**config.mk**
```make
export PLATFORM = sky130hd
export DESIGN_NAME = symbol_rate_exponent_encoder
export DESIGN_NICKNAME = d
export VERILOG_FILES = /design/src/sree_pkg.sv /design/src/symbol_rate_exponent_encoder.sv
export SDC_FILE = /design/constraint.sdc
export NUM_CORES = 1
export LEC_CHECK = 0
export ABC_AREA = 1
export BUFFER_PORTS_ARGS = -buffer_cell sky130_fd_sc_hd__clkbuf_2
export CAP_MARGIN = 0
export CORE_ASPECT_RATIO = 0.9
export CORE_MARGIN = 2
export CORE_UTILIZATION = 43
export DETAILED_ROUTE_END_ITERATION = 7
export PLACE_DENSITY = 0.6
export REMOVE_ABC_BUFFERS = 1
export SYNTH_ARGS = -nofsm -noshare
export SYNTH_HDL_FRONTEND = slang
export SYNTH_SLANG_ARGS = --single-unit
```
**constraint.sdc**
```tcl
create_clock -name clock -period 6.1 [get_ports clock]
set_clock_uncertainty 0.2 [all_clocks]
set_input_delay 1.525 -clock clock [delete_from_list [all_inputs] [get_ports clock]]
set_output_delay 1.525 -clock clock [all_outputs]
set_load 0.01 [all_outputs]
```
**src/sree_pkg.sv**
```systemverilog
// Shared widths, codes and result type of the symbol rate exponent encoder.
`default_nettype none

package sree_pkg;

   localparam int OSC_W     = 32;                  // oscillator register
   localparam int RATE_W    = 26;                  // requested rate
   localparam int EXP_W     = 4;                   // exponent field
   localparam int MANT_W    = 20;                  // mantissa field
   localparam int BACK_W    = 32;                  // rate given back
   localparam int VAL_W     = MANT_W + 1;          // mantissa with implied leading one
   localparam int Q_W       = MANT_W + 2;          // quotient bits kept by the divider
   localparam int SH_ZERO   = 38;                  // scale shift at exponent zero
   localparam int SH_BASE   = 39;                  // scale shift is SH_BASE - e above zero
   localparam int DIV_STEPS = RATE_W + SH_BASE;    // dividend bits walked by the divider
   localparam int PROD_W    = OSC_W + 1 + VAL_W;   // shift-add product register

   localparam logic [OSC_W-1:0] OSC_RESET = OSC_W'(40000000);

   localparam logic OP_ENCODE = 1'b0;
   localparam logic OP_DECODE = 1'b1;

   typedef struct packed {
      logic [BACK_W-1:0] rate_back;
      logic [MANT_W-1:0] mantissa;
      logic [EXP_W-1:0]  exponent;
   } rsp_fields_type;

endpackage

`default_nettype wire

```
**src/symbol_rate_exponent_encoder.sv**
```systemverilog
// Symbol rate to exponent and mantissa encoder with rate read-back.
//
//  channel  direction  handshake            payload
//  req      in         req_tvalid/tready    tdata rate/exp/mant, tuser op
//  rsp      out        rsp_tvalid/tready    tdata exp/mant/rate_back, tuser clamped
//  csr      in         csr_wr_en            csr_wr_data oscillator frequency
//
// An encode walks DIV_STEPS (65) dividend bits in the radix-2 divider, one
// quotient bit a cycle, then the ST_FIN and ST_MSET set-up states and the
// shift-add multiplier and rounding shifter, where the scale shift sh is 38 at
// exponent zero and 39 - e otherwise; ST_DONE then loads the output register
// once it is free. A decode skips the divider and the first set-up state.
// Reset is synchronous and returns the oscillator register to 40 MHz.
// A new beat is taken whenever the core is idle, even while a result waits.
`default_nettype none

module symbol_rate_exponent_encoder #(
   parameter int EXP_MAX = 15
) (
   input  wire logic        clock,
   input  wire logic        reset,
   input  wire logic        req_tvalid,
   output logic             req_tready,
   // [25:0] rate_request, [29:26] exponent_in, [49:30] mantissa_in, [55:50] zero
   input  wire logic [55:0] req_tdata,
   // [0] op
   input  wire logic        req_tuser,
   output logic             rsp_tvalid,
   input  wire logic        rsp_tready,
   // [3:0] exponent_out, [23:4] mantissa_out, [55:24] rate_back
   output logic [55:0]      rsp_tdata,
   // [0] clamped
   output logic             rsp_tuser,
   input  wire logic        csr_wr_en,
   input  wire logic [31:0] csr_wr_data
);

   localparam int OSC_W  = sree_pkg::OSC_W;
   localparam int RATE_W = sree_pkg::RATE_W;
   localparam int EXP_W  = sree_pkg::EXP_W;
   localparam int MANT_W = sree_pkg::MANT_W;
   localparam int BACK_W = sree_pkg::BACK_W;
   localparam int VAL_W  = sree_pkg::VAL_W;
   localparam int Q_W    = sree_pkg::Q_W;
   localparam int PROD_W = sree_pkg::PROD_W;
   localparam int DCNT_W = $clog2(sree_pkg::DIV_STEPS);
   localparam int MCNT_W = $clog2(VAL_W + sree_pkg::SH_ZERO);
   localparam int SH_W   = $clog2(sree_pkg::SH_BASE + 1);
   localparam int CAP_FIRST = sree_pkg::DIV_STEPS - EXP_MAX;

   localparam logic [2:0] ST_IDLE = 3'd0;
   localparam logic [2:0] ST_DIV  = 3'd1;
   localparam logic [2:0] ST_FIN  = 3'd2;
   localparam logic [2:0] ST_MSET = 3'd3;
   localparam logic [2:0] ST_MUL  = 3'd4;
   localparam logic [2:0] ST_DONE = 3'd5;

   logic [2:0]        state_ff, state_in;
   logic [OSC_W-1:0]  osc_ff, osc_in;
   logic              rsp_valid_ff, rsp_valid_in;
   sree_pkg::rsp_fields_type rsp_ff, rsp_in;
   logic              rsp_clamp_ff, rsp_clamp_in;

   logic [OSC_W-1:0]  dvs_ff, dvs_in;
   logic [RATE_W-1:0] dvd_ff, dvd_in;
   logic [OSC_W-1:0]  rem_ff, rem_in;
   logic [Q_W-1:0]    q_ff, q_in;
   logic              big_ff, big_in;
   logic [DCNT_W-1:0] dcnt_ff, dcnt_in;
   logic              found_ff, found_in;
   logic [VAL_W-1:0]  cap_t_ff, cap_t_in;
   logic [EXP_W-1:0]  cap_e_ff, cap_e_in;

   logic [EXP_W-1:0]  exp_ff, exp_in;
   logic [MANT_W-1:0] mant_ff, mant_in;
   logic              clamp_ff, clamp_in;
   logic [PROD_W-1:0] prod_ff, prod_in;
   logic              rnd_ff, rnd_in;
   logic [MCNT_W-1:0] mcnt_ff, mcnt_in;
   logic [SH_W-1:0]   sh_ff, sh_in;

   logic                div_bit;
   logic [OSC_W+1:0]    trial;
   logic                qbit;
   logic [Q_W-1:0]      q_new;
   logic                big_new;
   logic [Q_W:0]        q_inc;
   logic [VAL_W:0]      q_fin_inc;
   logic                zero_ok;
   logic [OSC_W:0]      hi_sum;
   logic [MCNT_W-1:0]   mul_last;
   logic                out_free;

   assign req_tready = (state_ff == ST_IDLE);
   assign rsp_tvalid = rsp_valid_ff;
   assign rsp_tdata  = rsp_ff;
   assign rsp_tuser  = rsp_clamp_ff;
   assign out_free   = !rsp_valid_ff || rsp_tready;

   always_comb begin
      // Restoring division step on the dividend rate followed by zeros.
      div_bit = dvd_ff[RATE_W-1];
      trial   = {1'b0, rem_ff, div_bit} - {2'b00, dvs_ff};
      qbit    = !trial[OSC_W+1];
      q_new   = {q_ff[Q_W-2:0], qbit};
      big_new = big_ff | q_ff[Q_W-1];
      q_inc   = {1'b0, q_new} + (Q_W+1)'(1);

      // Rounded quotient at exponent zero and its range test.
      q_fin_inc = {1'b0, q_ff[VAL_W-1:0]} + (VAL_W+1)'(1);
      zero_ok   = !big_ff && !q_ff[Q_W-1] && (q_ff[VAL_W-1:0] != {VAL_W{1'b1}});

      // Shift-add multiplier: only steps with a count below VAL_W add.
      hi_sum = {1'b0, prod_ff[PROD_W-2:VAL_W]};
      if ((mcnt_ff < MCNT_W'(VAL_W)) && prod_ff[0]) begin
         hi_sum = {1'b0, prod_ff[PROD_W-2:VAL_W]} + {1'b0, dvs_ff};
      end
      mul_last = MCNT_W'(VAL_W) + MCNT_W'(sh_ff) - MCNT_W'(1);

      state_in     = state_ff;
      osc_in       = csr_wr_en ? csr_wr_data : osc_ff;
      rsp_valid_in = rsp_valid_ff;
      rsp_in       = rsp_ff;
      rsp_clamp_in = rsp_clamp_ff;
      dvs_in       = dvs_ff;
      dvd_in       = dvd_ff;
      rem_in       = rem_ff;
      q_in         = q_ff;
      big_in       = big_ff;
      dcnt_in      = dcnt_ff;
      found_in     = found_ff;
      cap_t_in     = cap_t_ff;
      cap_e_in     = cap_e_ff;
      exp_in       = exp_ff;
      mant_in      = mant_ff;
      clamp_in     = clamp_ff;
      prod_in      = prod_ff;
      rnd_in       = rnd_ff;
      mcnt_in      = mcnt_ff;
      sh_in        = sh_ff;

      if (rsp_valid_ff && rsp_tready) begin
         rsp_valid_in = 1'b0;
      end

      unique case (state_ff)
         ST_IDLE: begin
            if (req_tvalid) begin
               dvs_in   = (osc_ff == '0) ? OSC_W'(1) : osc_ff;
               dvd_in   = req_tdata[RATE_W-1:0];
               rem_in   = '0;
               q_in     = '0;
               big_in   = 1'b0;
               dcnt_in  = '0;
               found_in = 1'b0;
               exp_in   = req_tdata[RATE_W +: EXP_W];
               mant_in  = req_tdata[RATE_W+EXP_W +: MANT_W];
               clamp_in = 1'b0;
               state_in = (req_tuser == sree_pkg::OP_DECODE) ? ST_MSET : ST_DIV;
            end
         end
         ST_DIV: begin
            dvd_in  = {dvd_ff[RATE_W-2:0], 1'b0};
            rem_in  = qbit ? trial[OSC_W-1:0] : {rem_ff[OSC_W-2:0], div_bit};
            q_in    = q_new;
            big_in  = big_new;
            dcnt_in = dcnt_ff + DCNT_W'(1);
            // The rounded quotients grow with the scale, so the last one in range
            // belongs to the smallest exponent that fits.
            if ((dcnt_ff >= DCNT_W'(CAP_FIRST)) && !big_new
                && (q_new != {Q_W{1'b1}})) begin
               found_in = 1'b1;
               cap_t_in = q_inc[Q_W-1:1];
               cap_e_in = EXP_W'(DCNT_W'(sree_pkg::DIV_STEPS) - dcnt_ff);
            end
            if (dcnt_ff == DCNT_W'(sree_pkg::DIV_STEPS - 1)) begin
               state_in = ST_FIN;
            end
         end
         ST_FIN: begin
            if (zero_ok) begin
               exp_in   = '0;
               mant_in  = q_fin_inc[VAL_W-1:1];
               clamp_in = 1'b0;
            end else if (found_ff) begin
               exp_in   = cap_e_ff;
               mant_in  = cap_t_ff[VAL_W-1] ? cap_t_ff[MANT_W-1:0] : '0;
               clamp_in = 1'b0;
            end else begin
               exp_in   = EXP_W'(EXP_MAX);
               mant_in  = {MANT_W{1'b1}};
               clamp_in = 1'b1;
            end
            state_in = ST_MSET;
         end
         ST_MSET: begin
            prod_in  = {{(PROD_W-VAL_W){1'b0}}, (exp_ff != '0), mant_ff};
            mcnt_in  = '0;
            rnd_in   = 1'b0;
            sh_in    = (exp_ff == '0) ? SH_W'(sree_pkg::SH_ZERO)
                                      : SH_W'(sree_pkg::SH_BASE) - SH_W'(exp_ff);
            state_in = ST_MUL;
         end
         ST_MUL: begin
            prod_in = {1'b0, hi_sum, prod_ff[VAL_W-1:1]};
            rnd_in  = prod_ff[0];
            mcnt_in = mcnt_ff + MCNT_W'(1);
            if (mcnt_ff == mul_last) begin
               state_in = ST_DONE;
            end
         end
         ST_DONE: begin
            if (out_free) begin
               rsp_in.exponent  = exp_ff;
               rsp_in.mantissa  = mant_ff;
               rsp_in.rate_back = prod_ff[BACK_W-1:0] + BACK_W'(rnd_ff);
               rsp_clamp_in     = clamp_ff;
               rsp_valid_in     = 1'b1;
               state_in         = ST_IDLE;
            end
         end
         default: begin
            state_in = ST_IDLE;
         end
      endcase
   end

   always_ff @(posedge clock) begin
      if (reset) begin
         state_ff     <= ST_IDLE;
         osc_ff       <= sree_pkg::OSC_RESET;
         rsp_valid_ff <= 1'b0;
      end else begin
         state_ff     <= state_in;
         osc_ff       <= osc_in;
         rsp_valid_ff <= rsp_valid_in;
      end
   end

   always_ff @(posedge clock) begin
      rsp_ff       <= rsp_in;
      rsp_clamp_ff <= rsp_clamp_in;
      dvs_ff       <= dvs_in;
      dvd_ff       <= dvd_in;
      rem_ff       <= rem_in;
      q_ff         <= q_in;
      big_ff       <= big_in;
      dcnt_ff      <= dcnt_in;
      found_ff     <= found_in;
      cap_t_ff     <= cap_t_in;
      cap_e_ff     <= cap_e_in;
      exp_ff       <= exp_in;
      mant_ff      <= mant_in;
      clamp_ff     <= clamp_in;
      prod_ff      <= prod_in;
      rnd_ff       <= rnd_in;
      mcnt_ff      <= mcnt_in;
      sh_ff        <= sh_in;
   end

   // A beat taken means the core is busy on the following cycle.
   a_busy_after_accept: assert property (@(posedge clock) disable iff (reset)
      (req_tvalid && req_tready) |=> !req_tready)
      else $error("core still ready after taking a beat");

   // A saturated result sits at the top exponent with a full mantissa.
   a_clamp_fields: assert property (@(posedge clock) disable iff (reset)
      (rsp_valid_ff && rsp_clamp_ff) |->
         (rsp_ff.exponent == EXP_W'(EXP_MAX)) && (rsp_ff.mantissa == {MANT_W{1'b1}}))
      else $error("clamped result with unexpected fields");

   // The divider never runs past the last dividend bit.
   a_div_range: assert property (@(posedge clock) disable iff (reset)
      (state_ff == ST_DIV) |-> (dcnt_ff < DCNT_W'(sree_pkg::DIV_STEPS)))
      else $error("divider step count out of range");

   // The multiplier stops exactly after the scale shift.
   a_mul_range: assert property (@(posedge clock) disable iff (reset)
      (state_ff == ST_MUL) |-> (mcnt_ff <= mul_last))
      else $error("multiplier step count out of range");

   // An encoded exponent never exceeds the top exponent.
   a_exp_limit: assert property (@(posedge clock) disable iff (reset)
      (state_ff == ST_FIN) |=> (exp_ff <= EXP_W'(EXP_MAX)))
      else $error("encoded exponent above the top exponent");

endmodule

`default_nettype wire

```
# --- Word level (Yosys, flattened, before mapping) ---
# Cells that the tools add are included.
word_totals:
  reg_bits: 330
op_classes:
  bitwise_logic: 1
  n_reduce_logical: 26
  mux: 38
  eq_ne: 14
  n_lt_le_gt_ge: 2
  addsub: 11
op_table:
  columns: ["operator", "count"]
  rows:
  - ["$pmux 53 s2", 1]
  - ["$mux 20", 4]
  - ["$mux 32", 2]
  - ["$pmux 32 s2", 1]
  - ["$pmux 26 s2", 1]
  - ["$pmux 22 s2", 1]
  - ["$pmux 20 s2", 1]
  - ["$sub 33x32->34", 1]
  - ["$add 32x32->33", 1]
  - ["$mux 33", 1]
  - ["$add 32x1->32", 1]
  - ["$logic_not 32->1", 1]
  - ["$mux 26", 1]
  - ["$add 22x1->22 const B", 1]
  - ["$mux 22", 1]
  - ["$ne 22x22->1 const B", 1]
  - ["$add 21x1->21 const B", 1]
  - ["$ne 21x21->1 const B", 1]
  - ["$pmux 3 s6", 1]
  - ["$pmux 7 s2", 1]
  - ["$mux 3", 4]
  - ["$mux 4", 3]
  - ["$pmux 6 s2", 1]
  - ["$ne 2x2->1 const B", 5]
  - ["29 further kinds", 55]

# --- Longest topological paths before layout ---
# Gate-level depths: netlist of the first run.
depth:
  word_depth: 6
  ltp_mapped: 21
  depth_no_buf: 20

# --- Worst setup path before layout of the first run ---
# Ideal clock, no wire load.
synth_path:
  path_type: "register -> register"
  from: "reg state_ff[1]"
  to: "reg mcnt_ff[0] (enable)"
  path_stages_with_launch: 3
  t_arrival_ps: 4760
  synth_period_minus_slack_ps: 5523
  slack_ps: 577
  path_buffers: 0
  cell_sequence: "dfxtp_1 nand2_1 o21ai_0"
synth_via:
  elab_chain_len: 2
  word_cells_on_any_way: 3
  classes_between: "eq/ne (2); reduce/logical (1)"
synth_lines:
  columns: ["element", "line_no", "text"]
  rows:
  - ["from (decl)", "symbol_rate_exponent_encoder.sv:58", "logic [2:0] state_ff, state_in;"]
  - ["from (signal assigned)", "symbol_rate_exponent_encoder.sv:234", "state_ff <= state_in;"]
  - ["$eq 3x3->1 or $eq 3x2->1 (tied branches)", "symbol_rate_exponent_encoder.sv:146", "unique case (state_ff)"]
  - ["$reduce_bool 2->1 (no line) (*)", null, null]
  - ["to (signal assigned)", "symbol_rate_exponent_encoder.sv:257", "mcnt_ff <= mcnt_in;"]
  - ["to (decl)", "symbol_rate_exponent_encoder.sv:79", "logic [MCNT_W-1:0] mcnt_ff, mcnt_in;"]
# Every way passes the cells marked *; elsewhere a longest branch is shown, timed or not.
# A chain may end at the register's enable or synchronous reset.

# --- Worst setup path after layout of the first run ---
layout_path:
  from: "reg dvs_ff[7]"
  to: "reg cap_t_ff[18] (enable)"
layout_via:
  elab_chain_len: 5
layout_lines:
  columns: ["element", "line_no", "text"]
  rows:
  - ["from (decl)", "symbol_rate_exponent_encoder.sv:64", "logic [OSC_W-1:0] dvs_ff, dvs_in;"]
  - ["from (signal assigned)", "symbol_rate_exponent_encoder.sv:243", "dvs_ff <= dvs_in;"]
  - ["$sub 33x32->34", "symbol_rate_exponent_encoder.sv:103", "trial = {1'b0, rem_ff, div_bit} - {2'b00, dvs_ff};"]
  - ["$logic_not 1->1", "symbol_rate_exponent_encoder.sv:104", "qbit = !trial[OSC_W+1];"]
  - ["$ne 22x22->1", "symbol_rate_exponent_encoder.sv:171", "&& (q_new != {Q_W{1'b1}})) begin"]
  - ["$logic_and 1x1->1", "symbol_rate_exponent_encoder.sv:171", null]
  - ["$reduce_and 2->1 (no line)", null, null]
  - ["to (signal assigned)", "symbol_rate_exponent_encoder.sv:250", "cap_t_ff <= cap_t_in;"]
  - ["to (decl)", "symbol_rate_exponent_encoder.sv:71", "logic [VAL_W-1:0] cap_t_ff, cap_t_in;"]
# Every way passes these cells.

==> impl_metrics.csv, run 1 <==
group,metric,value,unit
worst_hold_path,min_path_cells,0,
sta,setup-violations-final,0,
power_and_ir_drop,p_clk_frac,0.204,
logic_synthesis,synth_common_cells,"nand2_1 (832), inv_1 (407), edfxtp_1 (293)",
cts,root_buffer,"clkbuf_16",
floorplanning,rows,75,
sta,finalWorstSetupSlack,1680,ps
sta,timing.final.crit_share,0.724,
logic_synthesis,avgSynthCellArea,7.81,sq um
logic_synthesis,ys_seq_elements,329,
power_and_ir_drop,power_frac_seq,0.344,
finish,final_util,0.490,
cts,insertion_delay,580,ps
power_and_ir_drop,p_int,6.74,mW
detailed_routing,drt_wl_total,52000,um
setup_path,timing.rr.start,"dvs_ff[7]",
power_and_ir_drop,power_leakage,10.8,nW
floorplanning,pin_count,153,
floorplanning,core_area,46500,sq um
logic_synthesis,ys_seq_area_frac,0.472,
grt,grt_pass1_vias,15500,
power_and_ir_drop,switching_share,0.437,
cts,cts_buffers,39,
run,drv_cap,0,
power_and_ir_drop,netSwitchingPower,5.24,mW
logic_synthesis,synth.top_cell.area_share,0.436,
cts,htreeDepth,2,
logic_synthesis,synth-async-reset-ratio,0,
setup_path,cp-end-kind,"register",
detailed_routing,vias,16600,
cts,path_clk_slew,60,ps
placed_design,dp_cells,3269,
grt,grt.total_usage,0.213,
finish,design_area,22800,sq um
grt,grt_pass1_wl,81900,um
setup_path,critPathKind,"register to register",
sta,grt_setup_unrepaired,"false",
sta,worst_slew_pin_slew,1010,ps
setup_path,crit_start,"dvs_ff[7]",
cts,cts_setup_buffers,0,
sta,slew_viol_final,0,
detailed_routing,dr.pass1.iters,6,
setup_path,timing.rr.end,"cap_t_ff[18]",
sta,fin_setup_tns,0,ps
power_and_ir_drop,ir_drop,0.290,mV
placed_design,placed_cell_area,21400,sq um
logic_synthesis,yosysUniqueCellTypes,45,
cts,clock_sinks,329,
cts,cts_resized,0,
finish,nFillCells,4592,
setup_path,crit_arrival,4400,ps
worst_hold_path,hold_path_class,"register to register",
cts,cts_tree,"built",
detailed_routing,wire_per_inst,15.6,um
sta,hold-worst-slack,250,ps
placed_design,place_hpwl,39300,um
power_and_ir_drop,power,12.0,mW
setup_path,crit_fanout,33,
placed_design,gp_congestion,0.966,
power_and_ir_drop,power.density,526,nW/um^2
logic_synthesis,synth_edf_count,293,
setup_path,required,6080,ps
finish,drive_above_1_share,0.100,
finish,num_antenna_cells,0,
floorplanning,start_util,0.435,
floorplanning,fp.dieArea,48700,sq um
outcome,outcome,"complete, no violations",
detailed_routing,drc,0,
logic_synthesis,synth_area_leader_cell,"edfxtp_1",
cts,postCtsHoldBufs,0,
finish,fin_nets,2867,
setup_path,ff2ff_setup_slack,1680,ps
placed_design,pre_cts_ws,1700,ps
logic_synthesis,syn_inst,2584,
detailed_routing,avgViaCountPerCell,4.98,
sta,period_needed,4420,ps
floorplanning,die_y,210,um
detailed_routing,first_iter_violations,1073,
cts,clock_path_buffers,3,
floorplanning,die_x,232,um
detailed_routing,ant_nets,0,
finish,area_delta_synth_final,12.7,%
logic_synthesis,synth_area_leaders,"edfxtp_1 (44%), nand2_1 (15%), inv_1 (7.6%), nor2_1 (4.9%), ha_1 (4.8%)",
logic_synthesis,synth_flop_cell,"edfxtp_1",
setup_path,critPathLaunchType,"register",
power_and_ir_drop,p_comb_frac,0.452,
finish,stdcell_count,3341,
grt,grt_antenna_before_repair,0,
setup_path,reg2regPathDepth,20,
grt,grt_overflow_total,0,
logic_synthesis,yosysWarnings,0,
logic_synthesis,yosysMostFrequentCell,"nand2_1",
grt,grt_max_degree,62,
sta,fmax,0.226,GHz
placed_design,io_buffer_count,146,
sta,final-hold-violation-count,0,
logic_synthesis,syn_area,20200,sq um
setup_path,crit_path_end,"cap_t_ff[18]",
sta,max_slew_margin,0.324,
## final cells by class
type | instances | area [sq um] | share of cell area
clock buffer | 52 | 1070 | 0.0468
clock inverter | 20 | 285 | 0.0125
inverter | 416 | 1570 | 0.0688
multi-input combinational | 1751 | 8730 | 0.384
sequential | 329 | 9520 | 0.418
tap | 616 | 771 | 0.0339
timing repair buffer | 157 | 813 | 0.0357
## worst min path at each step
stage	slack, ps	to	from
after floorplan	200	rsp_tuser	clamp_ff
after global placement	210	rsp_tuser	clamp_ff
after detailed placement	240	rsp_tuser	clamp_ff
after CTS	250	rsp_tuser	clamp_ff
after global routing	250	rsp_tuser	clamp_ff
final	250	rsp_tuser	clamp_ff
## critical path, cell delays in order (launching register included)
cell	delay (ps)
edfxtp_1	500
inv_1	90
ha_1	360
nand2_1	150
inv_2	50
nand2_1	60
nand2_1	70
inv_2	60
nand3_2	120
nand2_2	100
nand2_2	70
nand2_4	330
nand2_8	190
ha_1	300
nand3_1	160
inv_1	70
nand2_1	100
nor2_1	90
nand2_1	100
o21ai_0	120
inv_1	710
## layer usage
layer	routed length (um)	global-route usage
met3	2620	0.0289
met4	1290	0.0617
met5	0	0
met2	23000	0.332
met1	25000	0.310
## cells in the final DEF (no fill, tap or decap), types with 3 or more instances in the layout
cell type / netlist / layout
nand2_1: 832 / 831
inv_1: 407 / 406
edfxtp_1: 293 / 293
nor2_1: 261 / 260
clkbuf_2: 0 / 146
nand3_1: 121 / 121
a21oi_1: 86 / 86
xor2_1: 77 / 77
ha_1: 77 / 77
o21ai_0: 71 / 70
nor3_1: 45 / 44
clkbuf_16: 0 / 40
dfxtp_1: 36 / 36
nand4_1: 31 / 31
nand3b_1: 31 / 31
nor2_2: 25 / 25
nor4_1: 20 / 20
xnor2_1: 15 / 15
buf_4: 3 / 11
clkbuf_1: 64 / 10
and2_1: 9 / 9
inv_2: 7 / 8
o211ai_1: 8 / 8
o21bai_1: 6 / 6
clkinv_1: 1 / 6
nand2_2: 5 / 5
bufinv_16: 0 / 5
o21ai_1: 4 / 4
clkinv_2: 0 / 4
nand2_4: 2 / 3
nor3_2: 3 / 3
inv_6: 1 / 3
o211ai_2: 3 / 3
o21a_1: 3 / 3
## logic make-up after synthesis
| group | count (synthesis) | share of synthesized area |
|---|---|---|
| AND/OR/NAND/NOR | 1393 | 0.291 |
| buffers and inverters | 504 | 0.0976 |
| flip-flops | 329 | 0.472 |
| AO/OA/AOI/OAI | 187 | 0.0504 |
| XOR/XNOR | 92 | 0.0399 |
| adder cells (fa/ha/maj) | 79 | 0.0497 |
## power groups by stage
stage / clock (mW) / sequential, mW / combinational [mW]
after floorplan: 0 / 4.00 / 4.00
after global placement: 0 / 4.13 / 5.33
after detailed placement: 0 / 4.16 / 5.38
after CTS: 2.51 / 4.11 / 5.41
after global routing: 2.60 / 4.21 / 6.18
final: 2.45 / 4.12 / 5.41
## state kept, by name, indices dropped and copies added (netlist names)
name        flops
sh_ff           5
rsp_tuser       1
rnd_ff          1
rsp_tvalid      1
osc_ff         32
dvs_ff         32
found_ff        1
prod_ff        53
cap_t_ff       21
state_ff        3
q_ff           22
cap_e_ff        4
dvd_ff         26
clamp_ff        1
dcnt_ff         7
mant_ff        20
big_ff          1
mcnt_ff         6
exp_ff          4
rsp_tdata      56
rem_ff         32
Power figures use the tool's default switching activity.
==> run 2: changes to the inputs <==
--- a/config.mk
+++ b/config.mk
@@ -12,7 +12,7 @@
 export CORE_MARGIN = 2
 export CORE_UTILIZATION = 43
 export DETAILED_ROUTE_END_ITERATION = 7
-export PLACE_DENSITY = 0.6
+export PLACE_DENSITY = 0.63
 export REMOVE_ABC_BUFFERS = 1
 export SYNTH_ARGS = -nofsm -noshare
 export SYNTH_HDL_FRONTEND = slang
==> constraint.sdc (replaced) <==
create_clock -name clock -period 3.9 [get_ports clock]
set_clock_uncertainty 0.2 [all_clocks]
set_input_delay 0.975 -clock clock [delete_from_list [all_inputs] [get_ports clock]]
set_output_delay 0.975 -clock clock [all_outputs]
set_load 0.01 [all_outputs]
==> run 2 against run 1 <==
Against the previous run: sequential share of layout area rose by 0.17 points; final cell count rose by 0.18%; routed wire length rose by 1.3%; critical endpoint is now cap_t_ff[2]; largest power group unchanged.
==> impl_metrics.csv, run 2 (synthesized netlist as in run 1, its figures left out) <==
group,metric,value,unit
power_and_ir_drop,power_leakage,10.8,nW
placed_design,place_hpwl,40400,um
setup_path,reg2regPathDepth,19,
detailed_routing,dr.pass1.iters,5,
sta,grt_setup_unrepaired,"false",
finish,area_delta_synth_final,12.3,%
placed_design,io_buffer_count,146,
sta,setup-violations-final,0,
finish,drive_above_1_share,0.103,
detailed_routing,drc,0,
placed_design,gp_congestion,0.972,
power_and_ir_drop,power_frac_seq,0.349,
setup_path,timing.rr.end,"cap_t_ff[2]",
worst_hold_path,min_path_cells,0,
setup_path,cp-end-kind,"register",
setup_path,critPathLaunchType,"register",
cts,cts_buffers,37,
finish,stdcell_count,3347,
sta,period_needed,3620,ps
sta,final-hold-violation-count,0,
placed_design,placed_cell_area,21500,sq um
setup_path,critPathKind,"register to register",
setup_path,crit_arrival,3710,ps
sta,fin_setup_tns,0,ps
placed_design,pre_cts_ws,142,ps
sta,fmax,0.277,GHz
cts,insertion_delay,560,ps
power_and_ir_drop,ir_drop,0.519,mV
cts,root_buffer,"clkbuf_16",
power_and_ir_drop,netSwitchingPower,8.19,mW
detailed_routing,first_iter_violations,1465,
finish,layout_common_cells,"nand2_1 (831), inv_1 (406), edfxtp_1 (293)",
detailed_routing,drt_wl_total,52700,um
cts,postCtsHoldBufs,0,
cts,clock_sinks,329,
grt,grt.total_usage,0.217,
cts,path_clk_slew,60,ps
setup_path,required,4000,ps
worst_hold_path,hold_path_class,"register to register",
setup_path,crit_fanout,21,
finish,largest_reg_flops,56,
run,drv_cap,0,
power_and_ir_drop,p_clk_frac,0.179,
setup_path,ff2ff_setup_slack,280,ps
grt,grt_pass1_vias,15600,
detailed_routing,avgViaCountPerCell,4.96,
floorplanning,die_y,210,um
detailed_routing,vias,16600,
grt,grt_pass1_wl,83000,um
floorplanning,die_x,232,um
worst_hold_path,worstHoldStart,"clamp_ff",
grt,grt_antenna_before_repair,1,
finish,design_area,22700,sq um
grt,grt_overflow_total,0,
cts,cts_tree,"built",
finish,final_common_cell,"nand2_1",
detailed_routing,wire_per_inst,15.7,um
finish,final_util,0.488,
floorplanning,start_util,0.435,
floorplanning,core_area,46500,sq um
cts,clock_path_buffers,3,
detailed_routing,ant_nets,0,
floorplanning,rows,75,
setup_path,timing.rr.start,"dvs_ff[7]",
cts,htreeDepth,2,
grt,grt_max_degree,60,
power_and_ir_drop,p_int,10.2,mW
sta,slew_viol_final,0,
power_and_ir_drop,power.density,813,nW/um^2
placed_design,dp_cells,3282,
sta,worst_slew_pin_slew,1020,ps
floorplanning,pin_count,153,
sta,max_slew_margin,0.317,
power_and_ir_drop,p_comb_frac,0.472,
power_and_ir_drop,switching_share,0.445,
worst_hold_path,min_to,"rsp_tuser",
sta,finalWorstSetupSlack,285,ps
outcome,outcome,"complete, no violations",
floorplanning,fp.dieArea,48700,sq um
finish,fin_nets,2881,
sta,timing.final.crit_share,0.927,
run 2: power groups by stage:
| stage | registers (mW) | clock network, mW | logic, mW |
|---|---|---|---|
| 2_1_floorplan | 6.26 | 0 | 6.25 |
| 3_3_place_gp | 6.44 | 0 | 8.57 |
| 3_5_place_dp | 6.48 | 0 | 8.64 |
| 4_1_cts | 6.42 | 3.39 | 8.69 |
| 5_1_grt | 6.55 | 3.51 | 9.92 |
| 6_report | 6.43 | 3.30 | 8.68 |
run 2: worst max-delay path by stage:
stage                    to  cells past startpoint         from
2_1_floorplan        big_ff                      4  state_ff[0]
3_3_place_gp   cap_t_ff[10]                     19    dvs_ff[8]
3_5_place_dp   cap_t_ff[13]                     19    dvs_ff[8]
4_1_cts         cap_t_ff[7]                     19    dvs_ff[8]
5_1_grt         cap_t_ff[7]                     21   dvs_ff[11]
6_report        cap_t_ff[2]                     19    dvs_ff[7]
run 2: per-layer routing:
metal,up-vias,routed length [um],global-route usage,part of all wire
met5,-,0,0,0
met4,0,1370,0.0674,0.026
met3,76,3190,0.0254,0.061
met2,445,22700,0.326,0.43
met1,7618,25400,0.325,0.48
li1,8471,-,-,-
run 2: cell type report:
type	count	area [sq um]
Inverter	416	1570
Timing Repair Buffer	173	946
Multi-Input combinational cell	1751	8740
Antenna cell	1	2.50
Clock inverter	16	163
Tap cell	616	771
Fill cell	4542	23800
Clock buffer	45	956
Sequential cell	329	9520
run 2: worst max-delay path: stages (launching register included):
cell	delay (ps)
edfxtp_1	460
inv_1	90
ha_1	360
nand2_1	120
nor2_2	180
nand3_1	100
nand3_2	110
nand2_2	60
nand2_2	80
nand2_4	70
nand2_8	70
ha_1	220
nand3_1	150
inv_1	100
nand2_1	80
nor2_1	190
nand2_1	140
o21ai_2	210
inv_1	160
buf_12	190
run 2: metrics by stage:
stage	hold slack (ps)	power [mW]
2_1_floorplan	200	12.5
4_1_cts	224	18.5
6_report	222	18.4
3_5_place_dp	210	15.1
5_1_grt	227	20.0
3_3_place_gp	208	15.0
run 2: what timing repair did:
item,CTS,global route
setup endpoints to repair,0,25
setup buffers,0,3
gates resized for setup,0,2
==> run 3: changes to the inputs <==
--- a/config.mk
+++ b/config.mk
@@ -5,7 +5,6 @@
 export SDC_FILE = /design/constraint.sdc
 export NUM_CORES = 1
 export LEC_CHECK = 0
-export ABC_AREA = 1
 export BUFFER_PORTS_ARGS = -buffer_cell sky130_fd_sc_hd__clkbuf_2
 export CAP_MARGIN = 0
 export CORE_ASPECT_RATIO = 0.9
==> run 3 against run 2 <==
Against the previous run: sequential power is 3.7% lower; global-route usage is 2.3 points lower; largest power group unchanged; setup slack worse by 140 ps; critical path depth decreased by 1; register-to-register slack got worse by 140 ps; combinational power shrank 26%; largest cell class unchanged; via count fell by 24%; utilization grew 1.9 points; critical endpoint unchanged.
==> impl_metrics.csv, run 3 <==
group,metric,value,unit
floorplanning,pin_count,153,
grt,grt_max_degree,61,
floorplanning,rows,70,
power_and_ir_drop,netSwitchingPower,6.05,mW
sta,hold-worst-slack,223,ps
logic_synthesis,synth_edf_count,293,
sta,setup-violations-final,0,
logic_synthesis,yosysUniqueCellTypes,79,
sta,period_needed,3760,ps
setup_path,cpPeakStageDelay,400,ps
finish,final_util,0.506,
grt,grt.total_usage,0.194,
finish,layout_common_cells,"nand2_1 (309), edfxtp_1 (293), clkbuf_2 (146)",
cts,insertion_delay,550,ps
logic_synthesis,syn_inst,1684,
setup_path,crit_chain,"inv_2 -> ha_1 -> nor2b_1 -> o31a_1 -> o41a_1 -> a22o_4 -> a21oi_4 -> o221a_4 -> inv_2 -> ha_2 -> nand3_2 -> nor2_4 -> nand3_1 -> or2_4 -> nor2_4 -> a31oi_4 -> buf_12 -> buf_12",
grt,grt_pass1_wl,65100,um
floorplanning,die_x,217,um
placed_design,io_buffer_count,146,
cts,clock_path_buffers,3,
power_and_ir_drop,p_comb_frac,0.401,
logic_synthesis,yosysMostFrequentCell,"nand2_1",
setup_path,worst_path_max_delay_cell,"edfxtp_1",
detailed_routing,ant_nets,0,
cts,path_clk_slew,60,ps
finish,drive_above_1_share,0.170,
placed_design,gp_congestion,0.870,
logic_synthesis,synth-async-reset-ratio,0,
power_and_ir_drop,switching_share,0.376,
logic_synthesis,yosysWarnings,0,
logic_synthesis,synth_area_leaders,"edfxtp_1 (50%), nand2_1 (6.7%), ha_1 (5.5%), dfxtp_1 (4.1%), xnor2_1 (3.9%)",
detailed_routing,vias,12700,
sta,slew_viol_final,0,
cts,clock_sinks,329,
setup_path,path_delay_family,"compound AO/OA/AOI/OAI gates",
grt,grt_overflow_total,0,
outcome,outcome,"complete, no violations",
power_and_ir_drop,p_clk_frac,0.214,
logic_synthesis,synth_flop_cell,"edfxtp_1",
sta,timing.final.crit_share,0.963,
sta,max_slew_margin,0.252,
floorplanning,start_util,0.433,
setup_path,crit_fanout,10,
detailed_routing,first_iter_violations,775,
logic_synthesis,ys_seq_elements,329,
detailed_routing,dr.pass1.iters,5,
logic_synthesis,ys_seq_area_frac,0.543,
finish,largest_reg_flops,56,
setup_path,required,3960,ps
logic_synthesis,synth_area_leader_cell,"edfxtp_1",
detailed_routing,wire_per_inst,17.0,um
setup_path,critPathKind,"register to register",
placed_design,place_hpwl,28800,um
power_and_ir_drop,ir_drop,0.403,mV
grt,grt_pass1_vias,12200,
logic_synthesis,synth_common_cells,"nand2_1 (311), edfxtp_1 (293), nor2_1 (117)",
finish,num_antenna_cells,0,
floorplanning,die_y,196,um
cts,cts_tree,"built",
sta,worst_slew_pin_slew,1120,ps
sta,fmax,0.266,GHz
power_and_ir_drop,power_leakage,8.43,nW
floorplanning,fp.dieArea,42400,sq um
logic_synthesis,synth.top_cell.area_share,0.502,
detailed_routing,avgViaCountPerCell,5.26,
setup_path,cp_num_buf_inv,4,
setup_path,cp-end-kind,"register",
setup_path,crit_arrival,3820,ps
floorplanning,core_area,40500,sq um
detailed_routing,drt_wl_total,40900,um
worst_hold_path,hold_path_class,"register to register",
cts,htreeDepth,2,
power_and_ir_drop,p_int,10.0,mW
finish,final_common_cell,"nand2_1",
finish,area_delta_synth_final,16.9,%
cts,cts_buffers,38,
grt,grt_antenna_before_repair,0,
setup_path,critPathLaunchType,"register",
cts,root_buffer,"clkbuf_16",
logic_synthesis,syn_area,17500,sq um
power_and_ir_drop,power.density,785,nW/um^2
power_and_ir_drop,power_frac_seq,0.385,
detailed_routing,drc,0,
sta,final-hold-violation-count,0,
run,drv_cap,0,
logic_synthesis,avgSynthCellArea,10.4,sq um
finish,fin_nets,2013,
## run 3: worst reg2reg max path: cells and delay by family (launching register included)
kind                     cells  cell delay (ps)
buffers and inverters        4              410
AND/OR/NAND/NOR              6              610
adder cells (fa/ha/maj)      2              380
AO/OA/AOI/OAI                6             1460
flip-flops                   1              400
## run 3: through the flow
step | instance area, sq um | cells | total power [mW] | setup slack, ps | setup TNS [ps]
2_1_floorplan | 17100 | 1582 | 10.4 | -1760 | -155590
3_3_place_gp | 19100 | 2332 | 12.3 | -46.1 | -844
3_5_place_dp | 19100 | 2332 | 12.5 | -71.1 | -1370
4_1_cts | 20300 | 2399 | 16.0 | 0.148 | 0
5_1_grt | 20500 | 2407 | 17.2 | -18.7 | -60.2
6_report | 20500 | 2407 | 16.1 | 143 | 0
## run 3: timing repair
| item | in CTS | in global routing |
|---|---|---|
| pin swaps | 1 | 6 |
| hold buffers | 0 | 0 |
| setup buffers | 0 | 7 |
| cloned | 0 | 1 |
| resized for setup | 5 | 20 |
| endpoints found under the setup margin | 26 | 26 |
## run 3: path summary, 6_finish.rpt
kind	from	to	slack [ps]	depth (start not counted)
setup / recovery	dvs_ff[1]	cap_t_ff[2]	140	18
hold / removal	clamp_ff	rsp_tuser	220	0
hold reg to reg	clamp_ff	rsp_tuser	220	0
setup reg to reg	dvs_ff[1]	cap_t_ff[2]	140	18
## run 3: cell type report
| type | instances | area (sq um) |
|---|---|---|
| Clock buffer | 52 | 1090 |
| Clock inverter | 15 | 111 |
| Fill cell | 3680 | 20000 |
| Inverter | 65 | 244 |
| Multi-Input combinational cell | 1188 | 7490 |
| Sequential cell | 329 | 9520 |
| Tap cell | 540 | 676 |
| Timing Repair Buffer | 218 | 1360 |
## run 3: logic make-up (layout without fill, tap and decap cells)
group | after synthesis | count (layout) | synth area share
simple gates | 633 | 633 | 0.162
flops | 329 | 329 | 0.543
compound gates | 317 | 317 | 0.118
buf+inv | 167 | 350 | 0.0387
xor+xnor | 131 | 131 | 0.0654
fa+ha+maj | 79 | 79 | 0.0572
mux | 28 | 28 | 0.0161
## run 3: power groups by stage
stage                     clock network [mW]  registers [mW]  logic (mW)
final                                   3.44            6.19        6.46
after global routing                    3.65            6.33        7.24
after CTS                               3.52            6.18        6.32
after detailed placement                   0            6.24        6.26
after global placement                     0            6.22        6.13
after floorplan                            0            6.00        4.43
## run 3: layer usage
| metal | track usage | share of wire | vias up |
|---|---|---|---|
| li1 | - | - | 6288 |
| met3 | 0.0336 | 0.053 | 58 |
| met2 | 0.303 | 0.45 | 287 |
| met4 | 0.0520 | 0.021 | 0 |
| met1 | 0.279 | 0.48 | 6028 |
| met5 | 0 | 0 | - |
